--- src/hdl/rlps_pkg.sv ---
// ----------------------------------------------------------------------------
// rlps_pkg
// Shared types, constants and decode helpers for the RGB LED plane scanner.
// ----------------------------------------------------------------------------
package rlps_pkg;

   localparam int unsigned NUM_CH     = 3;
   localparam int unsigned PLANE_W    = 64;
   localparam int unsigned POS_W      = 6;
   localparam int unsigned BYTES_PER  = 8;

   localparam logic [4:0] KEY_MAX    = 5'd23;
   localparam logic [4:0] SEP_MAX    = 5'd22;
   localparam logic [4:0] DIRECT_MAX = 5'd15;
   localparam logic [5:0] KEY_BASE   = 6'd17;
   localparam logic [5:0] SEP_BASE   = 6'd18;

   localparam logic [1:0] CH_RED   = 2'd0;
   localparam logic [1:0] CH_GREEN = 2'd1;
   localparam logic [1:0] CH_BLUE  = 2'd2;

   typedef enum logic [1:0] {
      CMD_KEY    = 2'd0,
      CMD_SEP    = 2'd1,
      CMD_DIRECT = 2'd2,
      CMD_TICK   = 2'd3
   } cmd_type;

   // one LED update toward the plane store
   typedef struct packed {
      logic             en;
      logic [POS_W-1:0] pos;
      logic [2:0]       rgb;   // bit 0 red, bit 1 green, bit 2 blue
   } led_wr_type;

   // colour code to rgb mask
   function automatic logic [2:0] rgb_of_code(input logic [2:0] code);
      logic [2:0] rgb;
      case (code)
         3'd0:    rgb = 3'd0;
         3'd1:    rgb = 3'd1;
         3'd2:    rgb = 3'd4;
         3'd3:    rgb = 3'd3;
         3'd4:    rgb = 3'd2;
         3'd5:    rgb = 3'd5;
         3'd6:    rgb = 3'd6;
         default: rgb = 3'd7;
      endcase
      return rgb;
   endfunction

   // group index to LED position plus an in-range flag
   function automatic led_wr_type led_decode(input cmd_type    cmd,
                                             input logic [4:0] idx,
                                             input logic [2:0] code);
      led_wr_type w;
      w.rgb = rgb_of_code(code);
      w.en  = 1'b0;
      w.pos = {1'b0, idx};
      case (cmd)
         CMD_KEY: begin
            w.en  = (idx <= KEY_MAX);
            w.pos = KEY_BASE + {idx, 1'b0};
         end
         CMD_SEP: begin
            w.en  = (idx <= SEP_MAX);
            w.pos = SEP_BASE + {idx, 1'b0};
         end
         CMD_DIRECT: begin
            w.en  = (idx <= DIRECT_MAX);
            w.pos = {1'b0, idx};
         end
         default: begin
            w.en  = 1'b0;
         end
      endcase
      return w;
   endfunction

endpackage

--- src/hdl/rlps_planes.sv ---
// ----------------------------------------------------------------------------
// rlps_planes
// Three 64-bit colour planes; one LED update per cycle, one plane read out.
// ----------------------------------------------------------------------------
module rlps_planes (
   input  logic                  clock,
   input  logic                  reset,
   input  rlps_pkg::led_wr_type  led_wr,
   input  logic [1:0]            rd_ch,
   output logic [63:0]           rd_plane
);
   import rlps_pkg::*;

   logic [PLANE_W-1:0] plane_ff [NUM_CH];
   logic [PLANE_W-1:0] plane_in [NUM_CH];

   // position p sits at bit 63-p, so byte 0 is the top byte
   always_comb begin
      for (int c = 0; c < NUM_CH; c++) begin
         plane_in[c] = plane_ff[c];
         if (led_wr.en) begin
            plane_in[c][6'(PLANE_W - 1) - led_wr.pos] = led_wr.rgb[c];
         end
      end
   end

   always_ff @(posedge clock) begin
      if (reset) begin
         for (int c = 0; c < NUM_CH; c++) begin
            plane_ff[c] <= '0;
         end
      end else begin
         for (int c = 0; c < NUM_CH; c++) begin
            plane_ff[c] <= plane_in[c];
         end
      end
   end

   always_comb begin
      case (rd_ch)
         CH_RED:   rd_plane = plane_ff[0];
         CH_GREEN: rd_plane = plane_ff[1];
         default:  rd_plane = plane_ff[2];
      endcase
   end

endmodule

--- src/hdl/rlps_shifter.sv ---
// ----------------------------------------------------------------------------
// rlps_shifter
// Holds a plane snapshot and sends it out as eight bytes, top byte first.
// ----------------------------------------------------------------------------
module rlps_shifter (
   input  logic        clock,
   input  logic        reset,
   input  logic        load,        // only when free is high
   input  logic [63:0] load_plane,
   input  logic [1:0]  load_ch,
   output logic        free,
   output logic        out_valid,
   input  logic        out_ready,
   output logic [7:0]  out_byte,
   output logic [1:0]  out_ch,
   output logic        out_last
);
   import rlps_pkg::*;

   logic               busy_ff, busy_in;
   logic [PLANE_W-1:0] data_ff, data_in;
   logic [1:0]         ch_ff, ch_in;
   logic [2:0]         cnt_ff, cnt_in;
   logic               take;

   assign take      = busy_ff && out_ready;
   assign out_last  = (cnt_ff == 3'(BYTES_PER - 1));
   assign free      = !busy_ff || (take && out_last);
   assign out_valid = busy_ff;
   assign out_byte  = data_ff[PLANE_W-1 -: 8];
   assign out_ch    = ch_ff;

   always_comb begin
      busy_in = busy_ff;
      data_in = data_ff;
      ch_in   = ch_ff;
      cnt_in  = cnt_ff;
      if (take) begin
         data_in = {data_ff[PLANE_W-9:0], 8'h00};
         cnt_in  = cnt_ff + 3'd1;
         if (out_last) begin
            busy_in = 1'b0;
         end
      end
      if (load) begin
         busy_in = 1'b1;
         data_in = load_plane;
         ch_in   = load_ch;
         cnt_in  = '0;
      end
   end

   always_ff @(posedge clock) begin
      if (reset) begin
         busy_ff <= 1'b0;
         cnt_ff  <= '0;
      end else begin
         busy_ff <= busy_in;
         cnt_ff  <= cnt_in;
      end
   end

   always_ff @(posedge clock) begin
      data_ff <= data_in;
      ch_ff   <= ch_in;
   end

endmodule

--- src/hdl/rgb_led_plane_scanner_core.sv ---
// ----------------------------------------------------------------------------
// rgb_led_plane_scanner_core
// Bit-plane store and scan serializer for 64 multiplexed on/off RGB LEDs.
// ----------------------------------------------------------------------------
// A request word either sets one LED's colour (key, separator or direct
// group) or asks for a scan tick. Each request is registered, then handled
// in one pass: a colour write updates the red, green and blue planes
// together, so writes stream at one word per clock while no tick waits. An
// enabled tick snapshots the plane chosen by the scan phase (red, green,
// blue, repeat) into the output serializer, which sends eight response
// words, byte 0 first, one per cycle while rsp_tready is high; tlast marks
// the eighth byte (latch and channel enable). The serializer is the pacing
// unit: a tick that arrives while the previous one's bytes are still draining
// waits in the input register until the last byte is taken. A tick goes from
// the input register into the serializer register, which drives the first
// response byte. Ticks with scanning disabled are dropped and leave the phase
// alone. The plane store resets to all dark; no clearing pass is needed.
// ----------------------------------------------------------------------------
module rgb_led_plane_scanner_core (
   input  logic        clock,
   input  logic        reset,
   // configuration: scan_enable
   input  logic        csr_we,
   input  logic        csr_wdata,
   // request stream
   input  logic        req_tvalid,
   output logic        req_tready,
   input  logic [15:0] req_tdata,   // [1:0] cmd, [6:2] led_index, [9:7] colour_code
   // response stream
   output logic        rsp_tvalid,
   input  logic        rsp_tready,
   output logic [15:0] rsp_tdata,   // [7:0] shift_byte, [9:8] channel_select
   output logic        rsp_tlast    // last
);
   import rlps_pkg::*;

   // scan enable register
   logic scan_en_ff;

   always_ff @(posedge clock) begin
      if (reset) begin
         scan_en_ff <= 1'b0;
      end else if (csr_we) begin
         scan_en_ff <= csr_wdata;
      end
   end

   // input register
   logic       stage_vld_ff, stage_vld_in;
   cmd_type    stage_cmd_ff;
   logic [4:0] stage_idx_ff;
   logic [2:0] stage_code_ff;
   logic       req_take;
   logic       stage_done;
   logic       tick_fire;
   logic       ser_free;

   assign req_take = req_tvalid && req_tready;

   // a tick needs the serializer; everything else retires at once
   assign tick_fire  = stage_vld_ff && (stage_cmd_ff == CMD_TICK) && scan_en_ff;
   assign stage_done = stage_vld_ff && (!tick_fire || ser_free);
   assign req_tready = !stage_vld_ff || stage_done;

   always_comb begin
      stage_vld_in = stage_vld_ff;
      if (stage_done) begin
         stage_vld_in = 1'b0;
      end
      if (req_take) begin
         stage_vld_in = 1'b1;
      end
   end

   always_ff @(posedge clock) begin
      if (reset) begin
         stage_vld_ff <= 1'b0;
      end else begin
         stage_vld_ff <= stage_vld_in;
      end
   end

   always_ff @(posedge clock) begin
      if (req_take) begin
         stage_cmd_ff  <= cmd_type'(req_tdata[1:0]);
         stage_idx_ff  <= req_tdata[6:2];
         stage_code_ff <= req_tdata[9:7];
      end
   end

   // scan phase 0,1,2; a stray 3 reads as blue and wraps to 0
   logic [1:0] phase_ff, phase_in;
   logic [1:0] scan_ch;
   logic       tick_go;

   assign tick_go = tick_fire && ser_free;
   assign scan_ch = (phase_ff >= CH_BLUE) ? CH_BLUE : phase_ff;

   always_comb begin
      phase_in = phase_ff;
      if (tick_go) begin
         phase_in = (phase_ff >= CH_BLUE) ? CH_RED : phase_ff + 2'd1;
      end
   end

   always_ff @(posedge clock) begin
      if (reset) begin
         phase_ff <= CH_RED;
      end else begin
         phase_ff <= phase_in;
      end
   end

   // LED update from the staged word
   led_wr_type led_wr;
   led_wr_type led_dec;
   logic [63:0] cur_plane;

   always_comb begin
      led_dec   = led_decode(stage_cmd_ff, stage_idx_ff, stage_code_ff);
      led_wr    = led_dec;
      led_wr.en = led_dec.en && stage_vld_ff;
   end

   rlps_planes u_planes (
      .clock    (clock),
      .reset    (reset),
      .led_wr   (led_wr),
      .rd_ch    (scan_ch),
      .rd_plane (cur_plane)
   );

   // output serializer
   logic [7:0] out_byte;
   logic [1:0] out_ch;

   rlps_shifter u_shifter (
      .clock      (clock),
      .reset      (reset),
      .load       (tick_go),
      .load_plane (cur_plane),
      .load_ch    (scan_ch),
      .free       (ser_free),
      .out_valid  (rsp_tvalid),
      .out_ready  (rsp_tready),
      .out_byte   (out_byte),
      .out_ch     (out_ch),
      .out_last   (rsp_tlast)
   );

   assign rsp_tdata = {6'b0, out_ch, out_byte};

   // checks
   a_phase_range: assert property (@(posedge clock) disable iff (reset)
      phase_ff != 2'd3)
      else $error("scan phase left 0..2");

   a_tick_output: assert property (@(posedge clock) disable iff (reset)
      tick_go |=> rsp_tvalid && !rsp_tlast)
      else $error("tick did not start a byte burst");

   a_tick_no_write: assert property (@(posedge clock) disable iff (reset)
      tick_fire |-> !led_wr.en)
      else $error("plane write during a tick");

   a_channel_range: assert property (@(posedge clock) disable iff (reset)
      rsp_tvalid |-> out_ch != 2'd3)
      else $error("bad channel on response");

endmodule
--- config.mk ---
export PLATFORM = sky130hd
export DESIGN_NAME = rgb_led_plane_scanner_core
export DESIGN_NICKNAME = d
export VERILOG_FILES = /design/src/hdl/rlps_pkg.sv /design/src/hdl/rlps_planes.sv /design/src/hdl/rlps_shifter.sv /design/src/hdl/rgb_led_plane_scanner_core.sv
export SDC_FILE = /design/constraint.sdc
export NUM_CORES = 1
export LEC_CHECK = 0
export ABC_CLOCK_PERIOD_IN_PS = 3800
export BUFFER_PORTS_ARGS = -buffer_cell sky130_fd_sc_hd__buf_4
export CORE_ASPECT_RATIO = 1.25
export CORE_MARGIN = 4
export CORE_UTILIZATION = 62
export CTS_BUF_LIST = sky130_fd_sc_hd__clkbuf_8 sky130_fd_sc_hd__clkbuf_16
export DETAILED_ROUTE_END_ITERATION = 10
export PLACE_DENSITY = 0.84
export SLEW_MARGIN = 20
export SYNTH_ARGS = -nofsm -noshare
export SYNTH_HDL_FRONTEND = slang
export SYNTH_HIERARCHICAL = 1
export SYNTH_SLANG_ARGS = --single-unit
--- constraint.sdc ---
create_clock -name clock -period 3.8 [get_ports clock]
set_clock_uncertainty 0.2 [all_clocks]
set_input_delay 0.19 -clock clock [delete_from_list [all_inputs] [get_ports clock]]
set_output_delay 0.19 -clock clock [all_outputs]
set_load 0.02 [all_outputs]
# ---- Yosys cells after proc, flatten, opt, wreduce, memory -nomap -nowiden
# Memories as Yosys holds them, arrays and structs flattened.
# Index checks and enable logic that the tools add are counted.
dict set report classes {
  add_sub_neg 5
  order_cmp 6
  muxes 27
  n_reduce_logical 23
  n_eq_ne 11
  bitwise_logic 3
}
# cell n
set ops {}
lappend ops {{$mux 64} 8}
lappend ops {{$bwmux 64} 3}
lappend ops {{$pmux 64 s2} 1}
lappend ops {{$pmux 3 s7} 1}
lappend ops {{$add 5x6->6 const A} 2}
lappend ops {{$eq 3x3->1 const B} 4}
lappend ops {{$pmux 6 s2} 1}
lappend ops {{$le 5x5->1 const B} 2}
lappend ops {{$logic_and 1x1->1} 9}
lappend ops {{$mux 1} 9}
lappend ops {{$lt 6x7->1 const B} 1}
lappend ops {{$demux 1 s6} 1}
lappend ops {{$eq 3x2->1 const B} 2}
lappend ops {{$ge 6x1->1 const B} 1}
lappend ops {{$reduce_bool 2->1} 3}
lappend ops {{$sub 6x6->6 const A} 1}
lappend ops {{$le 5x4->1 const B} 1}
lappend ops {{$eq 2x1->1 const B} 2}
lappend ops {{$eq 2x2->1 const B} 2}
lappend ops {{$logic_not 2->1} 2}
lappend ops {{$mux 2} 2}
lappend ops {{$add 3x1->3 const B} 1}
lappend ops {{$eq 3x1->1 const B} 1}
lappend ops {{$logic_not 1->1} 3}
lappend ops {{8 further kinds} 12}
dict set report word_totals {
  n_memories 1
  ramBits 192
  regBits 84
}
# name depth word_bits rd rd_ports_with_merged_regs write_ports line_no
set mem_list {}
lappend mem_list {u_planes.plane_ff 3 64 3 0 3 rlps_planes.sv:14} ;# logic [PLANE_W-1:0] plane_ff [NUM_CH];

# ---- Longest topological paths before layout
dict set report depth {
  ltp_word 10
  mapped_depth 9
}

# ---- Hierarchy
# Netlist, hierarchy kept.
# mod n_inst area_each_um2 seq_area_each_um2 cells_per_inst
set modules_own_cells {}
lappend modules_own_cells {rlps_planes 1 8961.1 3843.7 931}
lappend modules_own_cells {rlps_shifter 1 3163.0 2062.0 168}
lappend modules_own_cells {rgb_led_plane_scanner_core 1 852.1 380.4 86}

# ---- Worst setup path before layout
# OpenSTA, ideal clock, no wires.
dict set report synth_path {
  kind {flip-flop to flip-flop}
  from {reg u_shifter.cnt_ff[0]}
  to {reg u_shifter.data_ff[0], enable pin}
  setup_time_ns 0.424
  t_required_ns 3.176
  path_stages_with_launch 9
  arrival_time_ns 2.869
  setup_slack_ns 0.308
  cell_sequence {dfxtp_1 > ha_1 > ha_1 > a21bo_2 > inv_1 > nor2_1 > buf_2 > inv_1 > nand2_1}
}
dict set report synth_via {
  elab_chain_len 5
}
# item line_no
set synth_lines {}
lappend synth_lines {{start, declared} rlps_shifter.sv:23} ;# logic [2:0] cnt_ff, cnt_in;
lappend synth_lines {{start signal, assigned} rlps_shifter.sv:59} ;# cnt_ff <= cnt_in;
lappend synth_lines {{$eq 3x3->1} rlps_shifter.sv:27} ;# assign out_last = (cnt_ff == 3'(BYTES_PER - 1));
lappend synth_lines {{named net rsp_tlast} rgb_led_plane_scanner_core.sv:33} ;# output logic rsp_tlast
lappend synth_lines {{$logic_and 1x1->1} rlps_shifter.sv:28} ;# assign free = !busy_ff || (take && out_last);
lappend synth_lines {{$logic_or 1x1->1} rlps_shifter.sv:28}
lappend synth_lines {{named net ser_free} rgb_led_plane_scanner_core.sv:56} ;# logic ser_free;
lappend synth_lines {{$logic_and 1x1->1} rgb_led_plane_scanner_core.sv:96} ;# assign tick_go = tick_fire && ser_free;
lappend synth_lines {{named net tick_go} rgb_led_plane_scanner_core.sv:94} ;# logic tick_go;
lappend synth_lines {{$reduce_bool 2->1 (no source line)} --}
lappend synth_lines {{end signal, assigned} rlps_shifter.sv:64} ;# data_ff <= data_in;
lappend synth_lines {{end, declared} rlps_shifter.sv:21} ;# logic [PLANE_W-1:0] data_ff, data_in;
# The timed path passes the listed nets, and every way through them passes these cells.
# A chain may end at the register's enable or synchronous reset.

==> flow_summary.toml <==
[placed_design]
hpwl_um = 14730
dpl_cell_area_um2 = 13220
routabilityCongestion = 0.8207
port_buffers = 28
dp_cells = 1401
place_ws_ns = 0.7822

[status]
outcome = "completed"

[synth]
ys_top_cells_by_area = "dfxtp_1, mux2i_1, edfxtp_1"
netlist-cell-type-count = 49
synth_edf_count = 76
async_flop_share_pct = 0
yosysTopAreaCell = "dfxtp_1"
syn_inst = 1185
syn_avg_cell_area_um2 = 10.95
yosysWarnings = 6
ys_seq_area_share_pct = 48.44
synth-main-ff-cell = "dfxtp_1"
netlist.area_leader.share_pct = 30.86
ys_ff_latch = 276
syn_area_um2 = 12980

[setup_path]
cp-end-kind = "flop"
worst_ep_required_time_ns = 3.98
worst_setup_path_start_kind = "flop"
reg2reg_depth = 8
ff2ff_setup_slack_ns = 0.79
worst-setup-path-type = "flop to flop"
reg2reg_to = "u_planes/plane_ff[0][152]"
crit_arrival_ns = 3.19
crit_fanout = 8
r2r-start = "stage_idx_ff[0]"

[cts]
clock_path_buffers = 3
cts-buffers-inserted = 28
tritoncts = "yes"
cts-root-buf = "clkbuf_16"
clock-sinks = 276
cts_setup_buffers = 0
h-tree-depth = 1
clk_latency_ns = 0.54
clk_pin_slew_ns = 0.06

[routing]
antenna_left = 0
drt_iter0_markers = 342
drcViolationCount = 0
wl_per_cell_um = 17.47
via_per_inst = 5.682
wl_um = 25650
vias = 8341
drt-pass1-iter-count = 5

[power_and_ir_drop]
pwr-share-clk_pct = 43.2
p_leak_nw = 6.120
p_sw_mw = 1.262
p_comb_share_pct = 4.6
internal_power_mw = 4.571
seqPwrFrac_pct = 52.2
totalPowerFinal_mw = 5.833
p_sw_share_pct = 21.64
power_density_nw_per_um2 = 409.8
vdd_ir_drop_max_uv = 316.7

[global_routing]
grt_pass1_vias = 8478
grt_max_degree = 115
gr-usage-all-layers_pct = 22.05
grt_antenna_before_repair = 0
grt_overflow = 0
grt_pass1_wl_um = 41860

[floorplanning]
rows = 58
initial_core_util_pct = 63.86
core_area_um2 = 20320
chipHeight_um = 169.7
die_w_um = 137.4
dieArea_um2 = 23320
io_pins = 41

[sta]
fin_hold_ws_ns = 0.03426
tns_ns = 0
finalCriticalPeriod_ns = 3.013
slew_violations = 0
slew_headroom_pct = 28.51
report.final.hold_viol_count = 0
fin_ws_ns = 0.7872
finalSetupViolCount = 0
tightest_slew_ns = 1.072
rsz0062_at_grt = "false"
fmax_ghz = 0.3319
min_period_over_period_pct = 79.29

[final_layout]
drive_gt1_share_pct = 13.61
layout.nets = 1205
final_util_pct = 70.05
fin_area_um2 = 14230
num_antenna_cells = 0
stdcell_count = 1468
nFillCells = 1461
area_delta_synth_final_pct = 9.691

[job]
cap_viol_max_count = 0

[min_path]
hold_path_end = "phase_ff[0]"
min_from = "reset"
min_path_cells = 2
hold_class = "input port to flop"
## cell usage after synthesis, types with 2 or more instances
cell / n
nand2_1: 131
nor2b_1: 2
and4b_1: 3
nor2_1: 5
a21oi_1: 8
nand4_1: 2
o21ai_0: 72
nand3b_1: 2
mux2i_1: 257
and4bb_2: 4
buf_2: 18
xnor2_1: 3
edfxtp_1: 76
dfxtp_1: 200
and3b_1: 3
mux2_4: 40
ha_1: 7
inv_1: 7
and2_1: 8
clkbuf_1: 65
nand2b_1: 196
a21bo_2: 4
a211oi_1: 2
nand4b_1: 5
nand3_1: 3
and3_1: 2
nor3b_1: 2
buf_8: 4
mux2_2: 18
or4_1: 2
buf_4: 15
nor3b_2: 2
## logic make-up after synthesis
group	Yosys count	share of synthesized area [%]
simple gates	379	16.46
xor+xnor	4	0.2700
fa+ha+maj	7	0.6749
mux	315	26.01
compound gates	91	3.847
other cells	1	0.02890
flops	276	48.44
buf+inv	112	4.262
## worst max path at each step
stage | start | to
finish | stage_idx_ff[0] | u_planes/plane_ff[0][152]
global route | stage_cmd_ff[0] | u_planes/plane_ff[0][11]
CTS | stage_idx_ff[0] | u_planes/plane_ff[0][152]
detailed placement | stage_idx_ff[0] | u_planes/plane_ff[0][152]
global placement | stage_idx_ff[0] | u_planes/plane_ff[0][94]
floorplan | u_shifter/cnt_ff[0] | u_shifter/data_ff[0]
## cell usage in the layout (no fill, tap or decap), types with 4 or more instances in the layout
cell           Yosys  routed
and4bb_2           4       4
dfxtp_1          200     199
mux2_4            40      40
nand2b_1         196     193
a21oi_1            8       8
ha_1               7       7
clkbuf_8           0       5
dlygate4sd3_1      0      15
buf_4             15      43
a21bo_2            4       4
mux2i_1          257     257
edfxtp_1          76      76
conb_1             1       6
clkbuf_16          0      28
nand4b_1           5       5
and2_1             8       8
mux2_2            18      18
inv_1              7      21
o21ai_0           72      72
nand2_1          131     130
## worst max-delay path: stages, from the launching register on
cell and delay, ns:
edfxtp_1 0.52, ha_1 0.30, a21oi_1 0.20, xnor2_1 0.08, a211oi_1 0.28, buf_4 0.20
nor3b_2 0.61, nand2_1 0.28, mux2i_1 0.18
## state kept, by name (all words and copies together) (netlist names)
signal,flops
phase_ff,2
scan_en_ff,1
stage_cmd_ff,2
stage_code_ff,3
stage_idx_ff,5
stage_vld_ff,1
u_planes/plane_ff,192
u_shifter/cnt_ff,3
u_shifter/data_ff,64
u_shifter/out_ch,2
u_shifter/out_valid,1
## routing by layer
layer,vias up,track usage [%],part of all wire (%)
li1,4020,-,-
met1,4140,28.08,44
met2,132,39.04,50
met3,49,2.758,3.1
met4,0,6.424,2.3
met5,-,0,0
## timing repair
action	CTS	global route
endpoints found under the hold margin	16	0
hold buffers	15	0
gates resized for setup	0	0
## cell type report
cell class	count	area [µm²]	share of cell area, %
clock inverters	19	91.34	0.6417
multi-input cells	802	6186	43.46
inverters	7	26.28	0.1846
clock buffers	33	769.5	5.406
flip-flops and latches	276	6290	44.19
repair buffers	61	533.0	3.745
well taps	270	337.8	2.373
## power by group through the flow
stage	clock network [mW]	logic, mW	registers, mW
2_1_floorplan	0	0.188	3.10
3_3_place_gp	0	0.253	3.11
3_5_place_dp	0	0.254	3.11
4_1_cts	2.57	0.268	3.04
5_1_grt	2.69	0.289	3.04
6_report	2.52	0.270	3.04
(Power assumes the default switching activity.)
